==> src/chg_pkg.sv <==
// Shared types, widths and constant tables of the core-count hotplug governor.
// Used by chg_ctrl, chg_dp, core_count_hotplug_governor_core and the testbench; no dependencies.
package chg_pkg;

  localparam int unsigned FracBitsDef = 11;
  localparam int unsigned NumCores    = 4;

  localparam int unsigned OpW      = 2;
  localparam int unsigned AvgW     = 20;
  localparam int unsigned DepthW   = 10;
  localparam int unsigned CoresW   = 3;
  localparam int unsigned ElapsedW = 16;
  localparam int unsigned MaskW    = 4;
  localparam int unsigned PeriodW  = 7;
  localparam int unsigned LevelW   = 3;
  localparam int unsigned CfgW     = 7;
  localparam int unsigned CfgIdxW  = 3;
  localparam int unsigned ModeW    = 2;
  localparam int unsigned BusyW    = 16;
  localparam int unsigned ThrW     = 5;
  localparam int unsigned DivSteps = CfgW;
  localparam int unsigned DivCntW  = $clog2(DivSteps);

  localparam logic [PeriodW-1:0] PeriodRst = PeriodW'(10);
  localparam logic [MaskW-1:0]   AllSecMask =
      MaskW'(((1 << NumCores) - 1) & ~1);

  typedef enum logic [OpW-1:0] {
    OP_TICK    = 2'd0,
    OP_SUSPEND = 2'd1,
    OP_RESUME  = 2'd2,
    OP_NONE    = 2'd3
  } op_e;

  typedef enum logic [ModeW-1:0] {
    MODE_FULL     = 2'd0,
    MODE_ECO      = 2'd1,
    MODE_STRICT   = 2'd2,
    MODE_FULL_ALT = 2'd3
  } mode_e;

  typedef enum logic [CfgIdxW-1:0] {
    CFG_MODE        = 3'd0,
    CFG_IDLE_PERIOD = 3'd1,
    CFG_BUSY_PERIOD = 3'd2,
    CFG_HOLD_TWO    = 3'd3,
    CFG_HOLD_THREE  = 3'd4,
    CFG_HOLD_FOUR   = 3'd5,
    CFG_BUSY_HOLD   = 3'd6,
    CFG_HOLD_DIV    = 3'd7
  } cfg_idx_e;

  // Run-queue depth limits and busy-time limits, indexed by core pair slot.
  localparam logic [4:0] DepthLim [8] = '{5'd19, 5'd30, 5'd19, 5'd11,
                                          5'd19, 5'd11, 5'd0,  5'd11};
  localparam logic [7:0] TimeLim  [8] = '{8'd140, 8'd0, 8'd140, 8'd190,
                                          8'd140, 8'd190, 8'd0, 8'd190};

  typedef struct packed {
    logic load;
    logic eval;
    logic div_step;
    logic publish;
  } cmd_t;

  typedef struct packed {
    logic drop;
    logic need_div;
    logic div_last;
  } sts_t;

endpackage

==> src/chg_ctrl.sv <==
// Sequencer of the hotplug governor: handshakes and the step order of one item.
// Depends on chg_pkg for the command and status structs.
module chg_ctrl (
  input  logic          clk_i,
  input  logic          rst_ni,
  input  logic          in_valid_i,
  output logic          in_stall_o,
  output logic          out_valid_o,
  input  logic          out_stall_i,
  input  chg_pkg::sts_t sts_i,
  output chg_pkg::cmd_t cmd_o
);
  import chg_pkg::*;

  typedef enum logic [3:0] {
    S_IDLE = 4'b0001,
    S_EVAL = 4'b0010,
    S_DIV  = 4'b0100,
    S_OUT  = 4'b1000
  } state_e;

  state_e state_q, state_d;
  logic   out_valid_q, out_valid_d;
  logic   out_free;

  assign in_stall_o  = (state_q != S_IDLE);
  assign out_valid_o = out_valid_q;
  assign out_free    = !out_valid_q || !out_stall_i;

  always_comb begin
    state_d = state_q;
    cmd_o   = '0;
    unique case (state_q)
      S_IDLE: begin
        if (in_valid_i) begin
          cmd_o.load = 1'b1;
          state_d    = S_EVAL;
        end
      end
      S_EVAL: begin
        cmd_o.eval = 1'b1;
        if (sts_i.drop) begin
          state_d = S_IDLE;
        end else if (sts_i.need_div) begin
          state_d = S_DIV;
        end else begin
          state_d = S_OUT;
        end
      end
      S_DIV: begin
        cmd_o.div_step = 1'b1;
        if (sts_i.div_last) begin
          state_d = S_OUT;
        end
      end
      S_OUT: begin
        // wait for the output register to empty
        if (out_free) begin
          cmd_o.publish = 1'b1;
          state_d       = S_IDLE;
        end
      end
      default: begin
        state_d = S_IDLE;
      end
    endcase
  end

  always_comb begin
    out_valid_d = out_valid_q;
    if (cmd_o.publish) begin
      out_valid_d = 1'b1;
    end else if (out_valid_q && !out_stall_i) begin
      out_valid_d = 1'b0;
    end
  end

  always_ff @(posedge clk_i or negedge rst_ni) begin
    if (!rst_ni) begin
      state_q     <= S_IDLE;
      out_valid_q <= 1'b0;
    end else begin
      state_q     <= state_d;
      out_valid_q <= out_valid_d;
    end
  end

  a_accept_to_eval: assert property (@(posedge clk_i) disable iff (!rst_ni)
    (in_valid_i && !in_stall_o) |=> (state_q == S_EVAL))
    else $error("accepted item did not enter evaluation");

  a_publish_free: assert property (@(posedge clk_i) disable iff (!rst_ni)
    cmd_o.publish |-> !(out_valid_q && out_stall_i))
    else $error("result overwrote a stalled item");

  a_publish_valid: assert property (@(posedge clk_i) disable iff (!rst_ni)
    cmd_o.publish |=> out_valid_o)
    else $error("published result not presented");

  a_div_done: assert property (@(posedge clk_i) disable iff (!rst_ni)
    (state_q == S_DIV && sts_i.div_last) |=> (state_q == S_OUT))
    else $error("division end did not lead to output");

endmodule

==> src/chg_dp.sv <==
// Datapath of the hotplug governor: configuration, governor state, level and
// boost decision, serial hold divider and the output register. Uses chg_pkg.
module chg_dp #(
  parameter int unsigned FracBits = chg_pkg::FracBitsDef
) (
  input  logic                           clk_i,
  input  logic                           rst_ni,
  input  logic                           cfg_we_i,
  input  logic [chg_pkg::CfgIdxW-1:0]    cfg_idx_i,
  input  logic [chg_pkg::CfgW-1:0]       cfg_wdata_i,
  input  logic [chg_pkg::OpW-1:0]        op_i,
  input  logic [chg_pkg::AvgW-1:0]       avg_threads_i,
  input  logic [chg_pkg::DepthW-1:0]     queue_depth_i,
  input  logic [chg_pkg::CoresW-1:0]     cores_online_i,
  input  logic [chg_pkg::ElapsedW-1:0]   elapsed_ms_i,
  input  chg_pkg::cmd_t                  cmd_i,
  output chg_pkg::sts_t                  sts_o,
  output logic [chg_pkg::MaskW-1:0]      up_mask_o,
  output logic [chg_pkg::MaskW-1:0]      down_mask_o,
  output logic [chg_pkg::PeriodW-1:0]    next_period_ms_o,
  output logic [chg_pkg::LevelW-1:0]     thread_level_o,
  output logic                           boost_o
);
  import chg_pkg::*;

  localparam int unsigned CmpW = AvgW + FracBits;

  // configuration
  mode_e              mode_q;
  logic [CfgW-1:0]    idle_per_q, busy_per_q, hold_two_q, hold_three_q;
  logic [CfgW-1:0]    hold_four_q, busy_hold_q, hold_div_q;

  // governor state
  logic [LevelW-1:0]  prev_lvl_q, prev_lvl_d;
  logic [BusyW-1:0]   busy_time_q, busy_time_d;
  logic [CfgW-1:0]    hold_q;
  logic [CfgW-1:0]    busy_cnt_q, busy_cnt_d;
  logic [PeriodW-1:0] period_q, period_d;
  logic               susp_q, susp_d;

  // captured item
  op_e                op_q;
  logic [AvgW-1:0]    avg_q;
  logic [DepthW-1:0]  depth_q;
  logic [CoresW-1:0]  cores_q;
  logic [ElapsedW-1:0] elapsed_q;

  // evaluation results
  logic [MaskW-1:0]   res_up_q, res_up_d, res_down_q, res_down_d;
  logic [LevelW-1:0]  res_lvl_q, res_lvl_d;
  logic               res_boost_q, res_boost_d;
  logic [CfgW-1:0]    hold_new_q, hold_new_d;
  logic               hold_wr_q, hold_wr_d;
  logic               div_used_q;

  // divider
  logic [CfgW-1:0]    rem_q, quo_q, dvs_q;
  logic [DivCntW-1:0] cnt_q;
  logic [CfgW:0]      trial;
  logic               trial_ge;

  // output register
  logic [MaskW-1:0]   out_up_q, out_down_q;
  logic [PeriodW-1:0] out_per_q;
  logic [LevelW-1:0]  out_lvl_q;
  logic               out_boost_q;

  // ---------------- level from thread average ----------------
  logic              is_full, is_eco, is_strict;
  logic [ThrW-1:0]   t1, t2, t3;
  logic [CmpW-1:0]   avg_x, s1, s2, s3;
  logic              le1, le2, le3;
  logic [LevelW-1:0] level;

  assign is_strict = (mode_q == MODE_STRICT);
  assign is_eco    = (mode_q == MODE_ECO);
  assign is_full   = (mode_q == MODE_FULL) || (mode_q == MODE_FULL_ALT);

  assign t1 = (is_eco ? ThrW'(3) : ThrW'(5)) +
              ((prev_lvl_q <= LevelW'(1)) ? (is_eco ? ThrW'(4) : ThrW'(8)) : ThrW'(0));
  assign t2 = ThrW'(7) + ((prev_lvl_q <= LevelW'(2)) ? ThrW'(8) : ThrW'(0));
  assign t3 = ThrW'(9) + ((prev_lvl_q <= LevelW'(3)) ? ThrW'(8) : ThrW'(0));

  assign avg_x = CmpW'(avg_q);
  assign s1 = is_full ? (CmpW'(t1) << (FracBits - 3)) : (CmpW'(t1) << (FracBits - 1));
  assign s2 = CmpW'(t2) << (FracBits - 3);
  assign s3 = CmpW'(t3) << (FracBits - 3);
  assign le1 = (avg_x <= s1);
  assign le2 = (avg_x <= s2);
  assign le3 = (avg_x <= s3);

  always_comb begin
    priority if (is_strict || le1) begin
      level = LevelW'(1);
    end else if (is_eco || le2) begin
      level = LevelW'(2);
    end else if (le3) begin
      level = LevelW'(3);
    end else begin
      level = LevelW'(4);
    end
  end

  // ---------------- run-queue boost ----------------
  logic [2:0]       slot;
  logic [BusyW:0]   bt_sum;
  logic [BusyW-1:0] bt_sat;
  logic             boost_en, fire, bt_clear;
  logic [LevelW-1:0] count;

  assign boost_en = is_full && (cores_q >= CoresW'(1)) && (cores_q < CoresW'(4));
  assign slot     = {cores_q[1:0] - 2'd1, 1'b0};
  assign bt_sum   = {1'b0, busy_time_q} + (BusyW + 1)'(elapsed_q);
  assign bt_sat   = bt_sum[BusyW] ? {BusyW{1'b1}} : bt_sum[BusyW-1:0];
  assign fire     = boost_en && (depth_q >= DepthW'(DepthLim[slot])) &&
                    (bt_sat >= BusyW'(TimeLim[slot]));
  // clear only while depth sits between the down and up limits
  assign bt_clear = (depth_q < DepthW'(DepthLim[slot])) &&
                    (depth_q > DepthW'(DepthLim[slot | 3'd1]));

  always_comb begin
    count = level;
    if (fire && cores_q == CoresW'(2)) begin
      count = LevelW'(3);
    end else if (fire && cores_q == CoresW'(3)) begin
      count = LevelW'(4);
    end
  end

  // ---------------- item evaluation ----------------
  logic [CfgW-1:0] hold_dec, hold_pick;
  logic            tick, need_div;

  assign tick     = (op_q == OP_TICK);
  assign hold_dec = (hold_q == '0) ? '0 : hold_q - CfgW'(1);
  assign need_div = tick && !susp_q && (count >= LevelW'(2)) && !fire &&
                    (hold_div_q > CfgW'(1));

  always_comb begin
    unique case (count)
      LevelW'(2): hold_pick = hold_two_q;
      LevelW'(3): hold_pick = hold_three_q;
      default:    hold_pick = hold_four_q;
    endcase
  end

  always_comb begin
    prev_lvl_d  = prev_lvl_q;
    busy_time_d = busy_time_q;
    busy_cnt_d  = busy_cnt_q;
    period_d    = period_q;
    susp_d      = susp_q;
    res_up_d    = '0;
    res_down_d  = '0;
    res_lvl_d   = LevelW'(1);
    res_boost_d = 1'b0;
    hold_new_d  = hold_q;
    hold_wr_d   = 1'b0;
    unique case (op_q)
      OP_SUSPEND: begin
        susp_d     = 1'b1;
        res_down_d = AllSecMask;
      end
      OP_RESUME: begin
        susp_d     = 1'b0;
        hold_new_d = busy_hold_q;
        hold_wr_d  = 1'b1;
        if (is_strict) begin
          res_up_d = '0;
        end else if (is_eco) begin
          res_up_d = MaskW'(4'h2);
        end else begin
          res_up_d = AllSecMask;
        end
      end
      OP_TICK: begin
        prev_lvl_d  = level;
        res_lvl_d   = level;
        res_boost_d = fire;
        if (boost_en) begin
          busy_time_d = bt_clear ? '0 : bt_sat;
        end
        if (count > LevelW'(2)) begin
          if (busy_cnt_q == '0) begin
            period_d   = busy_per_q;
            busy_cnt_d = busy_hold_q;
          end
        end else if (busy_cnt_q != '0) begin
          busy_cnt_d = busy_cnt_q - CfgW'(1);
        end else begin
          period_d = idle_per_q;
        end
        if (!susp_q) begin
          hold_wr_d = 1'b1;
          unique case (count)
            LevelW'(1): begin
              hold_new_d = hold_dec;
              if (hold_dec == '0) res_down_d = MaskW'(4'hE);
            end
            LevelW'(2): begin
              hold_new_d = hold_pick;
              if (cores_q < CoresW'(2)) res_up_d = MaskW'(4'h2);
              else res_down_d = MaskW'(4'hC);
            end
            LevelW'(3): begin
              hold_new_d = hold_pick;
              if (cores_q < CoresW'(3)) res_up_d = MaskW'(4'h6);
              else res_down_d = MaskW'(4'h8);
            end
            default: begin
              hold_new_d = hold_pick;
              if (cores_q < CoresW'(4)) res_up_d = MaskW'(4'hE);
            end
          endcase
        end
      end
      default: begin
        // unknown op: drop, nothing changes
      end
    endcase
  end

  assign sts_o.drop     = (op_q == OP_NONE);
  assign sts_o.need_div = need_div;
  assign sts_o.div_last = (cnt_q == DivCntW'(DivSteps - 1));

  // ---------------- restoring divider, one quotient bit a cycle ----------------
  assign trial    = {rem_q, quo_q[CfgW-1]};
  assign trial_ge = (trial >= {1'b0, dvs_q});

  // ---------------- registers ----------------
  always_ff @(posedge clk_i or negedge rst_ni) begin
    if (!rst_ni) begin
      mode_q       <= MODE_FULL;
      idle_per_q   <= CfgW'(40);
      busy_per_q   <= CfgW'(20);
      hold_two_q   <= CfgW'(7);
      hold_three_q <= CfgW'(5);
      hold_four_q  <= CfgW'(3);
      busy_hold_q  <= CfgW'(10);
      hold_div_q   <= CfgW'(2);
    end else if (cfg_we_i) begin
      unique case (cfg_idx_e'(cfg_idx_i))
        CFG_MODE:        mode_q       <= mode_e'(cfg_wdata_i[ModeW-1:0]);
        CFG_IDLE_PERIOD: idle_per_q   <= cfg_wdata_i;
        CFG_BUSY_PERIOD: busy_per_q   <= cfg_wdata_i;
        CFG_HOLD_TWO:    hold_two_q   <= cfg_wdata_i;
        CFG_HOLD_THREE:  hold_three_q <= cfg_wdata_i;
        CFG_HOLD_FOUR:   hold_four_q  <= cfg_wdata_i;
        CFG_BUSY_HOLD:   busy_hold_q  <= cfg_wdata_i;
        CFG_HOLD_DIV:    hold_div_q   <= cfg_wdata_i;
        default:         mode_q       <= mode_q;
      endcase
    end
  end

  always_ff @(posedge clk_i or negedge rst_ni) begin
    if (!rst_ni) begin
      prev_lvl_q  <= '0;
      busy_time_q <= '0;
      busy_cnt_q  <= '0;
      period_q    <= PeriodRst;
      susp_q      <= 1'b0;
      hold_q      <= '0;
    end else begin
      if (cmd_i.eval) begin
        prev_lvl_q  <= prev_lvl_d;
        busy_time_q <= busy_time_d;
        busy_cnt_q  <= busy_cnt_d;
        period_q    <= period_d;
        susp_q      <= susp_d;
      end
      // hold count lands with the result, after any division
      if (cmd_i.publish && hold_wr_q) begin
        hold_q <= div_used_q ? quo_q : hold_new_q;
      end
    end
  end

  always_ff @(posedge clk_i) begin
    if (cmd_i.load) begin
      op_q      <= op_e'(op_i);
      avg_q     <= avg_threads_i;
      depth_q   <= queue_depth_i;
      cores_q   <= cores_online_i;
      elapsed_q <= elapsed_ms_i;
    end
    if (cmd_i.eval) begin
      res_up_q    <= res_up_d;
      res_down_q  <= res_down_d;
      res_lvl_q   <= res_lvl_d;
      res_boost_q <= res_boost_d;
      hold_new_q  <= hold_new_d;
      hold_wr_q   <= hold_wr_d;
      div_used_q  <= need_div;
      rem_q       <= '0;
      quo_q       <= hold_new_d;
      dvs_q       <= hold_div_q;
      cnt_q       <= '0;
    end else if (cmd_i.div_step) begin
      rem_q <= trial_ge ? CfgW'(trial - {1'b0, dvs_q}) : trial[CfgW-1:0];
      quo_q <= {quo_q[CfgW-2:0], trial_ge};
      cnt_q <= cnt_q + DivCntW'(1);
    end
    if (cmd_i.publish) begin
      out_up_q    <= res_up_q;
      out_down_q  <= res_down_q;
      out_per_q   <= period_q;
      out_lvl_q   <= res_lvl_q;
      out_boost_q <= res_boost_q;
    end
  end

  assign up_mask_o        = out_up_q;
  assign down_mask_o      = out_down_q;
  assign next_period_ms_o = out_per_q;
  assign thread_level_o   = out_lvl_q;
  assign boost_o          = out_boost_q;

endmodule

==> src/core_count_hotplug_governor_core.sv <==
// Top level of the core-count hotplug governor: sequencer plus datapath.
// Depends on chg_pkg, chg_ctrl and chg_dp.
//
//   port group   direction  handshake                 payload
//   cfg          in         cfg_we_i                  cfg_idx_i, cfg_wdata_i
//   in           in         in_valid_i / in_stall_o   op, avg_threads, queue_depth,
//                                                     cores_online, elapsed_ms
//   out          out        out_valid_o / out_stall_i up_mask, down_mask,
//                                                     next_period_ms, thread_level, boost
//
// One item at a time: accept, evaluate, then the result is staged.
// A tick that reloads a hold count divided by hold_divisor (above one) passes
// through the serial divider, one quotient bit a cycle.
// An unknown op is dropped after its evaluation and yields no result.
// The next item is taken while a result waits in the output register; a stalled
// output holds its result, and the item after it then waits with the input stalled.
// Reset is asynchronous.
module core_count_hotplug_governor_core #(
  parameter int unsigned FracBits = chg_pkg::FracBitsDef
) (
  input  logic                           clk_i,
  input  logic                           rst_ni,
  input  logic                           cfg_we_i,
  input  logic [chg_pkg::CfgIdxW-1:0]    cfg_idx_i,
  input  logic [chg_pkg::CfgW-1:0]       cfg_wdata_i,
  input  logic                           in_valid_i,
  output logic                           in_stall_o,
  input  logic [chg_pkg::OpW-1:0]        op_i,
  input  logic [chg_pkg::AvgW-1:0]       avg_threads_i,
  input  logic [chg_pkg::DepthW-1:0]     queue_depth_i,
  input  logic [chg_pkg::CoresW-1:0]     cores_online_i,
  input  logic [chg_pkg::ElapsedW-1:0]   elapsed_ms_i,
  output logic                           out_valid_o,
  input  logic                           out_stall_i,
  output logic [chg_pkg::MaskW-1:0]      up_mask_o,
  output logic [chg_pkg::MaskW-1:0]      down_mask_o,
  output logic [chg_pkg::PeriodW-1:0]    next_period_ms_o,
  output logic [chg_pkg::LevelW-1:0]     thread_level_o,
  output logic                           boost_o
);
  import chg_pkg::*;

  cmd_t cmd;
  sts_t sts;

  chg_ctrl u_ctrl (
    .clk_i       (clk_i),
    .rst_ni      (rst_ni),
    .in_valid_i  (in_valid_i),
    .in_stall_o  (in_stall_o),
    .out_valid_o (out_valid_o),
    .out_stall_i (out_stall_i),
    .sts_i       (sts),
    .cmd_o       (cmd)
  );

  chg_dp #(
    .FracBits (FracBits)
  ) u_dp (
    .clk_i            (clk_i),
    .rst_ni           (rst_ni),
    .cfg_we_i         (cfg_we_i),
    .cfg_idx_i        (cfg_idx_i),
    .cfg_wdata_i      (cfg_wdata_i),
    .op_i             (op_i),
    .avg_threads_i    (avg_threads_i),
    .queue_depth_i    (queue_depth_i),
    .cores_online_i   (cores_online_i),
    .elapsed_ms_i     (elapsed_ms_i),
    .cmd_i            (cmd),
    .sts_o            (sts),
    .up_mask_o        (up_mask_o),
    .down_mask_o      (down_mask_o),
    .next_period_ms_o (next_period_ms_o),
    .thread_level_o   (thread_level_o),
    .boost_o          (boost_o)
  );

endmodule

==> config.mk <==
export PLATFORM = sky130hd
export DESIGN_NAME = core_count_hotplug_governor_core
export DESIGN_NICKNAME = d
export VERILOG_FILES = /design/src/chg_pkg.sv /design/src/chg_ctrl.sv /design/src/chg_dp.sv /design/src/core_count_hotplug_governor_core.sv
export SDC_FILE = /design/constraint.sdc
export NUM_CORES = 1
export LEC_CHECK = 0
export BUFFER_PORTS_ARGS = -buffer_cell sky130_fd_sc_hd__buf_4
export CAP_MARGIN = 20
export CORE_MARGIN = 2
export CORE_UTILIZATION = 50
export DETAILED_ROUTE_END_ITERATION = 16
export HOLD_SLACK_MARGIN = 0.06
export PLACE_DENSITY = 0.75
export SYNTH_ARGS = -nofsm -noshare
export SYNTH_HDL_FRONTEND = slang
export SYNTH_SLANG_ARGS = --single-unit
==> constraint.sdc <==
create_clock -name clk_i -period 12.3 [get_ports clk_i]
set_input_delay 2.46 -clock clk_i [delete_from_list [all_inputs] [get_ports clk_i]]
set_output_delay 2.46 -clock clk_i [all_outputs]
set_load 0.1 [all_outputs]
### Word-level counts from Yosys, hierarchy flattened

Memories as Yosys holds them, arrays and structs flattened.
Cells that the tools add are included.

| operators by class | value |
|---|---|
| multiply operators | 0 |
| $add $sub $neg | 9 |
| shifts and indexed selects | 0 |
| bitwise operators | 2 |
| eq/ne operators | 29 |
| multiplexer cells | 65 |
| magnitude comparators | 20 |
| reduce and logical (&&, ||, !) cells | 46 |
| div/mod/pow operators | 0 |

Operators by type and width:

| kind | number |
|---|---|
| $mux W7 | 13 |
| $mux W4 | 16 |
| $le A20 B13 Y1 | 2 |
| $mux W16 | 2 |
| $le A20 B31 Y1 | 1 |
| $pmux W7 S2 | 2 |
| $mux W5 | 5 |
| $pmux W4 S3 | 2 |
| $logic_not A7 Y1 | 3 |
| $mux W3 | 7 |
| $reduce_and A2 Y1 | 10 |
| $eq A3 B2 Y1 const B | 6 |
| $add A16 B16 Y17 | 1 |
| $ge A16 B8 Y1 | 1 |
| $mux W8 | 2 |
| $pmux W4 S2 | 2 |
| $pmux W4 S4 | 1 |
| $eq A3 B3 Y1 const B | 5 |
| $mux W15 | 1 |
| $sub A7 B1 Y7 const B | 2 |
| $logic_and A1 B1 Y1 | 13 |
| $ge A10 B5 Y1 | 1 |
| $gt A10 B5 Y1 | 1 |
| $lt A10 B5 Y1 | 1 |
| other kinds (38) | 71 |

| word-level totals | value |
|---|---|
| bits in latches | 0 |
| bits in registers | 212 |
| memory bits (read-only) | 144 |
| bits of input ports | 66 |
| word-level logic and storage cells | 211 |
| RAM bits | 0 |
| memories kept | 3 |

Memories:

| memory | words | bits a word | read ports | clocked after memory_dff | write ports | line | source |
|---|---|---|---|---|---|---|---|
| (name not given) | 8 | 8 | 1 | 0 | 0 | chg_dp.sv:116 | `(bt_sat >= BusyW'(TimeLim[slot]));` |
| (name not given) | 8 | 5 | 1 | 0 | 0 | chg_dp.sv:115 | `assign fire = boost_en && (depth_q >= DepthW'(DepthLim[slot])) &&` |
| (name not given) | 8 | 5 | 1 | 0 | 0 | chg_dp.sv:119 | `(depth_q > DepthW'(DepthLim[slot \| 3'd1]));` |

### Depth between registers and ports, before layout

Gate-level depths: netlist (run 1).

| depth | value |
|---|---|
| depth after elaboration | 18 |
| gate-level depth with buffers | 22 |

### Cells and area by module

A second synthesis (run 1) with hierarchy kept.

| second synthesis, totals | value |
|---|---|
| cells, all modules | 955 |
| area, all modules | 10,649.0 um2 |

By module, submodules not included:

| module | cells each | times used | area an instance (um2) |
|---|---|---|---|
| chg_dp | 930 | 1 | 10,372.4 |
| chg_ctrl | 25 | 1 | 276.5 |

### Worst setup path after synthesis (run 1)

No wires, ideal clock.

| timing | value |
|---|---|
| kind | input-to-reg |
| from | input in_valid_i |
| to | register u_dp.avg_q[0], enable pin |
| stages on the path | 2 |
| arrival time | 4.668 ns |
| data required time | 11.839 ns |
| setup slack | 7.171 ns |
| cells stage by stage | inv_1 -> nor2_1 |

RTL lines:

| what | line | source |
|---|---|---|
| start: declaration | core_count_hotplug_governor_core.sv:26 | `input logic in_valid_i,` |
| end signal: assignment | chg_dp.sv:283 | `avg_q <= avg_threads_i;` |
| end: declaration | chg_dp.sv:43 | `logic [AvgW-1:0] avg_q;` |

### Worst setup path after layout (run 1)

| timing | value |
|---|---|
| from | register u_dp.busy_time_q[0] |
| to | register u_dp.period_q[0] |

| on the way | value |
|---|---|
| longest elaborated chain between the ends | 10 |
| elaborated cells on any way between the ends | 13 |

RTL lines:

| what | line | source |
|---|---|---|
| start: declaration | chg_dp.sv:35 | `logic [BusyW-1:0] busy_time_q, busy_time_d;` |
| start signal: assignment | chg_dp.sv:268 | `busy_time_q <= busy_time_d;` |
| $add A16 B16 Y17 * | chg_dp.sv:113 | `assign bt_sum = {1'b0, busy_time_q} + (BusyW + 1)'(elapsed_q);` |
| $mux W16 * | chg_dp.sv:114 | `assign bt_sat = bt_sum[BusyW] ? {BusyW{1'b1}} : bt_sum[BusyW-1:0];` |
| $ge A16 B8 Y1 * | chg_dp.sv:116 |  |
| $logic_and A1 B1 Y1 * | chg_dp.sv:115 |  |
| $logic_and A1 B1 Y1 | chg_dp.sv:125 | `end else if (fire && cores_q == CoresW'(3)) begin` |
| $mux W3 | chg_dp.sv:125 |  |
| $mux W3 * | chg_dp.sv:123 | `if (fire && cores_q == CoresW'(2)) begin` |
| $gt A3 B2 Y1 * | chg_dp.sv:183 | `if (count > LevelW'(2)) begin` |
| $ne A2 B2 Y1 (no line) / $ne A2 B1 Y1 (equally long branches) | -- |  |
| $reduce_and A4 Y1 (no line) | -- |  |
| end signal: assignment | chg_dp.sv:262 | `period_q <= PeriodRst;` |
| end signal: assignment | chg_dp.sv:270 | `period_q <= period_d;` |
| end: declaration | chg_dp.sv:38 | `logic [PeriodW-1:0] period_q, period_d;` |

Every way passes the cells marked *; elsewhere a longest branch is shown, timed or not.
A chain may end at the register's enable or synchronous reset.

==> results_dict.tcl, run 1 <==
set metrics [dict create \
    ff2ff_path_depth 20 \
    ctsLongestPathBuffers 3 \
    min_path_type "reg -> reg" \
    grt.total_usage_pct 21.1 \
    grt.met2_usage_pct 34.0 \
    placed_area_um2 11500 \
    grt_overflow 0 \
    vias 7580 \
    synthesis.area_um2 10600 \
    clock.fmax_mhz 167 \
    worstSkewPairLatency_ns 0.52 \
    min_delay_worst_endpoint "u_dp.thread_level_o[1]" \
    cts_setup_buffers 0 \
    clock_sinks 208 \
    crit_path_end_kind "register" \
    worstSetupPathType "reg -> reg" \
    cp-startpoint "u_dp.busy_time_q[0]" \
    synthTopCellsByArea "edfxtp_1 29%, dfrtp_1 19%, ha_1 6.4%" \
    grtUsageMet1_pct 30.2 \
    powerDensity_nw_per_um2 229 \
    ys_seq_area_share_pct 53.7 \
    slew_headroom_pct 29.9 \
    r2r-end "u_dp.period_q[0]" \
    dieArea_um2 22300 \
    area_delta_synth_final_pct 17.4 \
    rsz0062_at_grt "false" \
    ctsHoldBuffers 0 \
    synth_ff_type "edfxtp_1" \
    drt_iter0_markers 704 \
    worst-path-max-fanout 21 \
    layout.nets 1144 \
    drive_gt1_share_pct 22.2 \
    rr_startpoint "u_dp.busy_time_q[0]" \
    fin_skew_ns 0.0201 \
    ys_ff_latch 208 \
    io_buffers 84 \
    async_flop_share_pct 46.6 \
    finalMaxSlewViolations 0 \
    worstMarginPinSlew_ns 1.05 \
    grtUsageMet3_pct 2.81 \
    ioPinCount 87 \
    cts_resized 0 \
    htree_levels 1 \
    cts-root-buf "clkbuf_16" \
    initial_utilization_pct 50.6 \
    postRouteAntennaNets 0 \
    setup-violations-final 0 \
    wl_mm 23.0 \
    wire_per_inst_um 17.5 \
    gp_congestion 0.913 \
    grt_pass1_vias 7370 \
    synth.top_cells.by_count "101 x edfxtp_1, 93 x nand2_1, 86 x o21ai_0" \
    num_antenna_cells 0 \
    die_w_um 149 \
    drcViolationCount 0 \
    finalSetupTns_ns 0 \
    tritoncts "yes" \
    finalHoldViolCount 0 \
    rrSetupSlack_ns 6.32 \
    yosysUniqueCellTypes 80 \
    core-area_um2 20900 \
    cp_data_arrival_time_ns 6.36 \
    routed_via_density 5.76 \
    p_leak_nw 5.07 \
    drt-pass1-iter-count 8 \
    required_ns 12.69 \
    setup.worst_path.start_class "register" \
    synth_edf_count 101 \
    yosysWarnings 0 \
    yosysMostFrequentCell "edfxtp_1" \
    ir_drop_mv 0.116 \
    dp_hpwl_mm 16.0 \
    yosysTopAreaCell "edfxtp_1" \
    grt-busiest-layer "met2" \
    synth_area_per_cell_um2 11.3 \
    fp.dieH_um 149 \
    whs_path_depth 0 \
    maxCapViolations 0 \
    period_share_pct 48.6 \
    grt_first_pass_wirelength_mm 38.0 \
    grt_max_degree 79 \
    cts_made_buffers 24 \
    run_status "complete, no violations" \
    fin_area_um2 12400 \
    antenna_found_initial 0 \
    cts.clk_slew.worst_paths_ns 0.06 \
    synth_top_cell_area_share_pct 28.7 \
    rows 53 \
    syn-instance-count 934 \
    fin_crit_ns 5.98 \
    worstHoldStart "u_dp.res_lvl_q[1]" \
]
-- flip-flops by register name, indices dropped and copies added (netlist names), 4 cells and up --
| register | count |
|---|---|
| u_ctrl.state_q | 4 |
| u_dp.hold_two_q | 7 |
| u_dp.avg_q | 20 |
| u_dp.hold_new_q | 7 |
| u_dp.busy_time_q | 16 |
| u_dp.busy_per_q | 7 |
| u_dp.hold_three_q | 7 |
| u_dp.quo_q | 7 |
| u_dp.period_q | 7 |
| u_dp.busy_hold_q | 7 |
| u_dp.rem_q | 7 |
| u_dp.idle_per_q | 7 |
| u_dp.depth_q | 10 |
| u_dp.next_period_ms_o | 7 |
| u_dp.hold_q | 7 |
| u_dp.hold_div_q | 7 |
| u_dp.hold_four_q | 7 |
| u_dp.dvs_q | 7 |
| u_dp.busy_cnt_q | 7 |
| u_dp.elapsed_q | 16 |
-- routing by layer --
metal / part of all wire [%] / routed length, um
met1: 46 / 10500
met2: 47 / 10700
met3: 5.2 / 1200
met4: 2.6 / 600
met5: 0 / 0
-- per-stage QoR --
step                      utilization (%)  power [mW]  std cells  worst slack, ns  hold slack (ns)
after floorplan                         -        1.78        935             7.17            0.400
after global placement               54.9        1.99       1269             6.56            0.405
after detailed placement             54.9        2.01       1269             6.39            0.406
after CTS                            59.4        2.84       1313             6.36            0.420
after global routing                 59.4        3.01       1315             5.91            0.424
final                                59.4        2.84       1315             6.32            0.422
-- cell type report --
| type | instances | area [um2] |
|---|---|---|
| Fill cell | 1668 | 8480 |
| Sequential cell | 208 | 5680 |
| Multi-Input combinational cell | 654 | 4610 |
| Clock buffer | 31 | 722 |
| Timing Repair Buffer | 93 | 696 |
| Tap cell | 275 | 344 |
| Clock inverter | 13 | 208 |
| Inverter | 41 | 154 |
-- logic make-up after synthesis --
family,Yosys count,share of synthesized area (%)
flops,208,53.7
mux,67,6.92
fa+ha+maj,56,6.77
simple gates,251,11.5
buf+inv,73,2.83
compound gates,257,16.5
xor+xnor,20,1.66
other cells,2,0.0710
-- how the worst max path moves through the flow --
| stage | endpoint | depth (start not counted) |
|---|---|---|
| global route | u_dp.period_q[4] | 20 |
| detailed placement | u_dp.period_q[3] | 19 |
| floorplan | u_dp.avg_q[0] | 2 |
| finish | u_dp.period_q[0] | 20 |
| global placement | u_dp.period_q[4] | 20 |
| CTS | u_dp.period_q[5] | 20 |
-- worst max-delay path: stages, from the launching register on --
cell,delay [ns]
dfrtp_1,0.34
ha_1,0.21
fa_1,0.23
nand3_1,0.16
a21o_4,0.26
a2111oi_4,0.43
o31a_2,0.39
nor2_1,0.12
ha_1,0.28
inv_1,0.06
o31ai_1,0.06
a2111o_1,0.40
o31a_1,0.33
nor4_4,0.32
nand4_4,0.25
a32oi_4,0.70
inv_1,0.27
ha_1,0.27
or3_1,0.53
nand2_1,0.14
o21ai_0,0.08
-- report_power, final --
| part | total, mW | switching (mW) | internal [mW] |
|---|---|---|---|
| sequential | 1.05 | 0.120 | 0.933 |
| combinational | 0.973 | 0.595 | 0.377 |
| clock | 0.816 | 0.294 | 0.522 |
| total | 2.84 | 1.01 | 1.83 |
-- layout by cell type (no fill, tap or decap), types with 41 or more instances in the layout --
master	instances
nand2_1	93
ha_1	54
inv_1	41
edfxtp_1	101
nor2_1	55
dfrtp_1	80
mux2_2	49
o21ai_0	86
buf_4	92
a21oi_1	58
(Power assumes the default switching activity.)
==> inputs of run 2 (changes only) <==
==> constraint.sdc (replaced) <==
create_clock -name clk_i -period 5.9 [get_ports clk_i]
set_input_delay 1.18 -clock clk_i [delete_from_list [all_inputs] [get_ports clk_i]]
set_output_delay 1.18 -clock clk_i [all_outputs]
set_load 0.1 [all_outputs]
==> run 2 against run 1 <==
  * Hold slack worse by 0.0042 ns
  * Non-clock buffer count up 2
  * Sequential share of layout area increased by 0.42 points
  * Cell area is 0.92% lower
  * Flip-flop and latch count unchanged
  * Largest cell class unchanged
  * Highest routed layer unchanged
==> results_dict.tcl, run 2 (synthesized netlist as in run 1, its figures left out) <==
set metrics [dict create \
    die_w_um 149 \
    largest_register_ffs 20 \
    area_delta_synth_final_pct 16.3 \
    worstSkewPairLatency_ns 0.52 \
    required_ns 6.27 \
    r2r-end "u_dp.period_q[2]" \
    powerDensity_nw_per_um2 468 \
    htree_levels 1 \
    routed_via_density 5.83 \
    finalMaxSlewViolations 0 \
    rr_startpoint "u_dp.elapsed_q[5]" \
    finalHoldViolCount 0 \
    worstSetupPathType "reg -> reg" \
    p_leak_nw 5.03 \
    cts.clk_slew.worst_paths_ns 0.06 \
    cp_data_arrival_time_ns 5.84 \
    cp-startpoint "u_dp.elapsed_q[5]" \
    top_register "u_dp.avg_q" \
    ir_drop_mv 0.231 \
    layout_commonest_cell "edfxtp_1" \
    rrSetupSlack_ns 0.43 \
    min_path_type "reg -> reg" \
    initial_utilization_pct 50.6 \
    dp_hpwl_mm 16.4 \
    slew_headroom_pct 31.8 \
    antenna_found_initial 0 \
    whs_path_depth 0 \
    endpoint "u_dp.period_q[2]" \
    setup.worst_path.start_class "register" \
    drcViolationCount 0 \
    run_status "complete, no violations" \
    wire_per_inst_um 17.5 \
    cts_made_buffers 23 \
    vias 7667 \
    fp.dieH_um 149 \
    ioPinCount 87 \
    fin_skew_ns 0.0122 \
    drt-pass1-iter-count 5 \
    setup-violations-final 0 \
    dieArea_um2 22300 \
    place_ws_ns 0.346 \
    period_share_pct 92.7 \
    clock.fmax_mhz 183 \
    layout.nets 1145 \
    grt.total_usage_pct 21.2 \
    postRouteAntennaNets 0 \
    crit_path_end_kind "register" \
    grt_overflow 0 \
    postLayoutSetupSlackWorst_ns 0.432 \
    gp_congestion 0.898 \
    io_buffers 84 \
    rsz0062_at_grt "false" \
    core-area_um2 20900 \
    drt_iter0_markers 676 \
    grt_pass1_vias 7500 \
    mostFrequentLayoutCells "101 x edfxtp_1, 93 x nand2_1, 92 x buf_4, 86 x o21ai_0, 80 x dfrtp_1" \
    cts_resized 0 \
    placed_area_um2 11500 \
    cts-root-buf "clkbuf_16" \
    fin_util_pct 58.9 \
    rows 53 \
    drive_gt1_share_pct 21.9 \
    worst-path-max-fanout 16 \
    fin_crit_ns 5.47 \
    ff2ff_path_depth 19 \
    num_antenna_cells 0 \
    reg_top3 "u_dp.avg_q: 20 flops, u_dp.busy_time_q: 16 flops, u_dp.elapsed_q: 16 flops" \
    tritoncts "yes" \
    grt_first_pass_wirelength_mm 38.0 \
    worstMarginPinSlew_ns 1.02 \
    ctsLongestPathBuffers 3 \
    clock_sinks 208 \
    finalSetupTns_ns 0 \
    maxCapViolations 0 \
    grt_max_degree 70 \
    fin_area_um2 12300 \
    wl_mm 23.0 \
]
## run 2: how the worst min path moves through the flow
stage	startpoint	endpoint	slack [ns]
after global routing	u_dp.res_boost_q	u_dp.boost_o	0.42
after floorplan	u_dp.res_boost_q	u_dp.boost_o	0.40
after global placement	u_dp.res_up_q[2]	u_dp.up_mask_o[2]	0.41
after CTS	u_dp.res_boost_q	u_dp.boost_o	0.42
after detailed placement	u_dp.res_boost_q	u_dp.boost_o	0.41
final	u_dp.res_boost_q	u_dp.boost_o	0.42
## run 2: what timing repair did
item | CTS | global route
endpoints found under the setup margin | 0 | 4
buffers inserted | 0 | 1
hold buffers | 0 | 0
## run 2: layer usage
layer  GRT usage, %  vias to the layer above  routed length [um]  share of wire [%]
met3           3.15                       43                1290                5.6
met2           34.0                      264               10700                 46
met5              0                        -                   0                  0
met4           6.76                        0                 597                2.6
met1           29.9                     3721               10400                 45
li1               -                     3639                   -                  -
## run 2: critical path: stages (launching register included)
cell and delay [ns]:
edfxtp_1 0.40, ha_1 0.47, nand2_2 0.10, a21o_4 0.21
a2111oi_4 0.43, o31a_2 0.39, nor2_1 0.12, ha_1 0.28
inv_1 0.05, o31ai_1 0.06, a2111o_1 0.40, o31a_1 0.33
nor4_4 0.32, nand4_4 0.25, a32oi_4 0.36, inv_1 0.17
ha_1 0.22, or3_1 0.52, nand2_1 0.13, o21ai_0 0.10
## run 2: stage by stage
step	instances	power [mW]	hold WS (ns)
after detailed placement	1269	4.22	0.405
after floorplan	935	3.71	0.400
final	1315	5.76	0.418
after CTS	1311	5.76	0.419
after global routing	1315	6.13	0.423
after global placement	1269	4.15	0.406
## run 2: power breakdown
| group | internal (mW) | switching, mW | total [mW] |
|---|---|---|---|
| logic | 0.791 | 1.24 | 2.03 |
| clock network | 0.948 | 0.577 | 1.52 |
| registers | 1.94 | 0.257 | 2.20 |
## run 2: final cells by class
class,count,area [um2]
repair buffers,95,706
flip-flops and latches,208,5680
well taps,275,344
inverters,41,154
clock buffers,27,601
fillers,1695,8590
clock inverters,15,205
multi-input cells,654,4610
==> inputs of run 3 (changes only) <==
--- a/config.mk
+++ b/config.mk
@@ -5,13 +5,14 @@
 export SDC_FILE = /design/constraint.sdc
 export NUM_CORES = 1
 export LEC_CHECK = 0
+export ABC_AREA = 1
 export BUFFER_PORTS_ARGS = -buffer_cell sky130_fd_sc_hd__buf_4
 export CAP_MARGIN = 20
 export CORE_MARGIN = 2
 export CORE_UTILIZATION = 50
 export DETAILED_ROUTE_END_ITERATION = 16
 export HOLD_SLACK_MARGIN = 0.06
-export PLACE_DENSITY = 0.75
+export PLACE_DENSITY = 0.74
 export SYNTH_ARGS = -nofsm -noshare
 export SYNTH_HDL_FRONTEND = slang
 export SYNTH_SLANG_ARGS = --single-unit
==> run 3 against run 2 <==
  * Clock power about the same
  * Sequential power about the same
  * Setup slack improved by 0.44 ns
  * Area after synthesis rose by 1.5%
  * Register-to-register slack better by 0.44 ns
  * Wire length increased by 4.4%
  * Hold slack improved by 0.0010 ns
  * Utilization is 0.53 points higher
  * Flip-flop and latch count is the same
  * Highest routed layer unchanged
  * Final cell count increased by 19%
  * Sequential share of layout area down 0.70 points
==> results_dict.tcl, run 3 <==
set metrics [dict create \
    postRouteAntennaNets 0 \
    min_delay_worst_endpoint "u_dp.up_mask_o[1]" \
    max_stage_delay_ns 0.62 \
    ys_ff_latch 208 \
    clock_sinks 208 \
    rsz0062_at_grt "false" \
    ioPinCount 87 \
    cts_made_buffers 24 \
    setup.worst_path.start_class "register" \
    grt_first_pass_wirelength_mm 39.7 \
    ir_drop_mv 0.227 \
    drt-pass1-iter-count 5 \
    grt_max_degree 61 \
    setup-violations-final 0 \
    synth_area_per_cell_um2 9.08 \
    min_path_type "reg -> reg" \
    area_delta_synth_final_pct 16.4 \
    vias 8338 \
    cp_data_arrival_time_ns 5.44 \
    grt_pass1_vias 7992 \
    num_antenna_cells 0 \
    fillerInstances 1782 \
    mostFrequentLayoutCells "275 x nand2_1, 149 x inv_1, 101 x edfxtp_1, 96 x o21ai_0" \
    cts.clk_slew.worst_paths_ns 0.06 \
    ff2ff_path_depth 31 \
    syn-instance-count 1182 \
    grt.total_usage_pct 22.1 \
    clock.fmax_mhz 199 \
    cts_resized 0 \
    wl_mm 24.0 \
    worstMarginPinSlew_ns 0.797 \
    io_buffers 84 \
    maxCapViolations 0 \
    holdWs_ns 0.419 \
    wire_per_inst_um 15.3 \
    synth_edf_count 101 \
    fin_crit_ns 5.02 \
    crit_path_end_kind "register" \
    fp.dieH_um 150 \
    rows 53 \
    powerDensity_nw_per_um2 467 \
    tritoncts "yes" \
    die_w_um 150 \
    yosysWarnings 0 \
    async_flop_share_pct 46.6 \
    layout_commonest_cell "nand2_1" \
    initial_utilization_pct 51.0 \
    routed_via_density 5.31 \
    cts-root-buf "clkbuf_16" \
    slew_headroom_pct 46.8 \
    yosysUniqueCellTypes 52 \
    drcViolationCount 0 \
    drt_iter0_markers 601 \
    antenna_found_initial 0 \
    dp_hpwl_mm 17.3 \
    worst-path-max-fanout 22 \
    synthTopCellsByArea "edfxtp_1 28%, dfrtp_1 19%, nand2_1 9.6%" \
    required_ns 6.31 \
    cp_slowest_cell "nor3_1" \
    p_leak_nw 5.73 \
    largest_register_ffs 20 \
    worstHoldStart "u_dp.res_up_q[1]" \
    drive_gt1_share_pct 14.6 \
    finalHoldViolCount 0 \
    worstSetupPathType "reg -> reg" \
    ctsHoldBuffers 0 \
    gp_congestion 0.871 \
    synth_ff_type "edfxtp_1" \
    yosysMostFrequentCell "nand2_1" \
    r2r-end "u_dp.period_q[2]" \
    reg_top3 "u_dp.avg_q: 20 flops, u_dp.busy_time_q: 16 flops, u_dp.elapsed_q: 16 flops" \
    finalPower_mw 5.83 \
    path_common_cell "nor2_1" \
    worstSkewPairLatency_ns 0.53 \
    whs_path_depth 0 \
    ys_seq_area_share_pct 53.0 \
    top_register "u_dp.avg_q" \
    synth_top_cell_area_share_pct 28.3 \
    layout.nets 1399 \
    synthesis.area_um2 10700 \
    grt_overflow 0 \
    finalMaxSlewViolations 0 \
    placed_area_um2 11600 \
    cts_setup_buffers 0 \
    period_share_pct 85.1 \
    core-area_um2 21000 \
    run_status "complete, no violations" \
    rrSetupSlack_ns 0.88 \
    fin_skew_ns 0.0142 \
    yosysTopAreaCell "edfxtp_1" \
    dieArea_um2 22600 \
    synth.top_cells.by_count "275 x nand2_1, 149 x inv_1, 101 x edfxtp_1" \
    htree_levels 1 \
    fin_area_um2 12500 \
    finalSetupTns_ns 0 \
    ctsLongestPathBuffers 3 \
    rr_startpoint "u_dp.elapsed_q[0]" \
]
==> run 3: layout make-up <==
cell class	count	area, um2	area share [%]
clock buffer	37	701	5.61
clock inverter	7	115	0.922
inverter	154	586	4.69
multi-input combinational	798	4360	34.9
sequential	208	5680	45.5
tap	275	344	2.76
timing repair buffer	91	703	5.63
==> run 3: per-stage QoR <==
step                setup WS, ns  std cells  util [%]
floorplan                   1.55       1183         -
global placement            1.16       1525      55.4
detailed placement         0.932       1525      55.4
CTS                        0.910       1569      59.3
global route               0.334       1570      59.4
finish                     0.877       1570      59.4
==> run 3: worst max-delay path by stage <==
| stage | from | to | slack (ns) |
|---|---|---|---|
| global placement | u_dp.elapsed_q[0] | u_dp.period_q[0] | 1.16 |
| floorplan | u_ctrl.state_q[3] | u_dp.avg_q[0] | 1.55 |
| detailed placement | u_dp.elapsed_q[0] | u_dp.period_q[2] | 0.93 |
| finish | u_dp.elapsed_q[0] | u_dp.period_q[2] | 0.88 |
| CTS | u_dp.elapsed_q[0] | u_dp.period_q[2] | 0.91 |
| global route | u_dp.elapsed_q[0] | u_dp.period_q[2] | 0.33 |
==> run 3: critical path, delay by kind of cell, from the launching register on <==
kind,cells,cell delay (ns)
and+or+nand+nor,21,2.72
adders and majority gates,4,1.17
DFF,1,0.38
AOI/OAI and AO/OA,1,0.07
buffers and inverters,5,0.54
==> run 3: cells by family (layout without fill, tap and decap cells) <==
family,Yosys count,count (layout),synth area share (%)
compound gates,231,231,12.3
xor+xnor,12,12,0.980
flops,208,208,53.0
simple gates,496,496,20.4
buf+inv,177,289,6.61
fa+ha+maj,56,56,6.67
other cells,2,3,0.0700
==> run 3: report_power, final <==
part           internal (mW)  switching (mW)
combinational          0.721            1.40
sequential              1.98           0.242
clock                  0.913           0.585
total                   3.61            2.22
==> run 3: metal layers <==
metal | wire length (um) | track usage, % | share of wire (%)
met1 | 11000 | 31.2 | 46
met2 | 11200 | 35.3 | 47
met3 | 1170 | 3.45 | 4.9
met4 | 603 | 6.56 | 2.5
met5 | 0 | 0 | 0
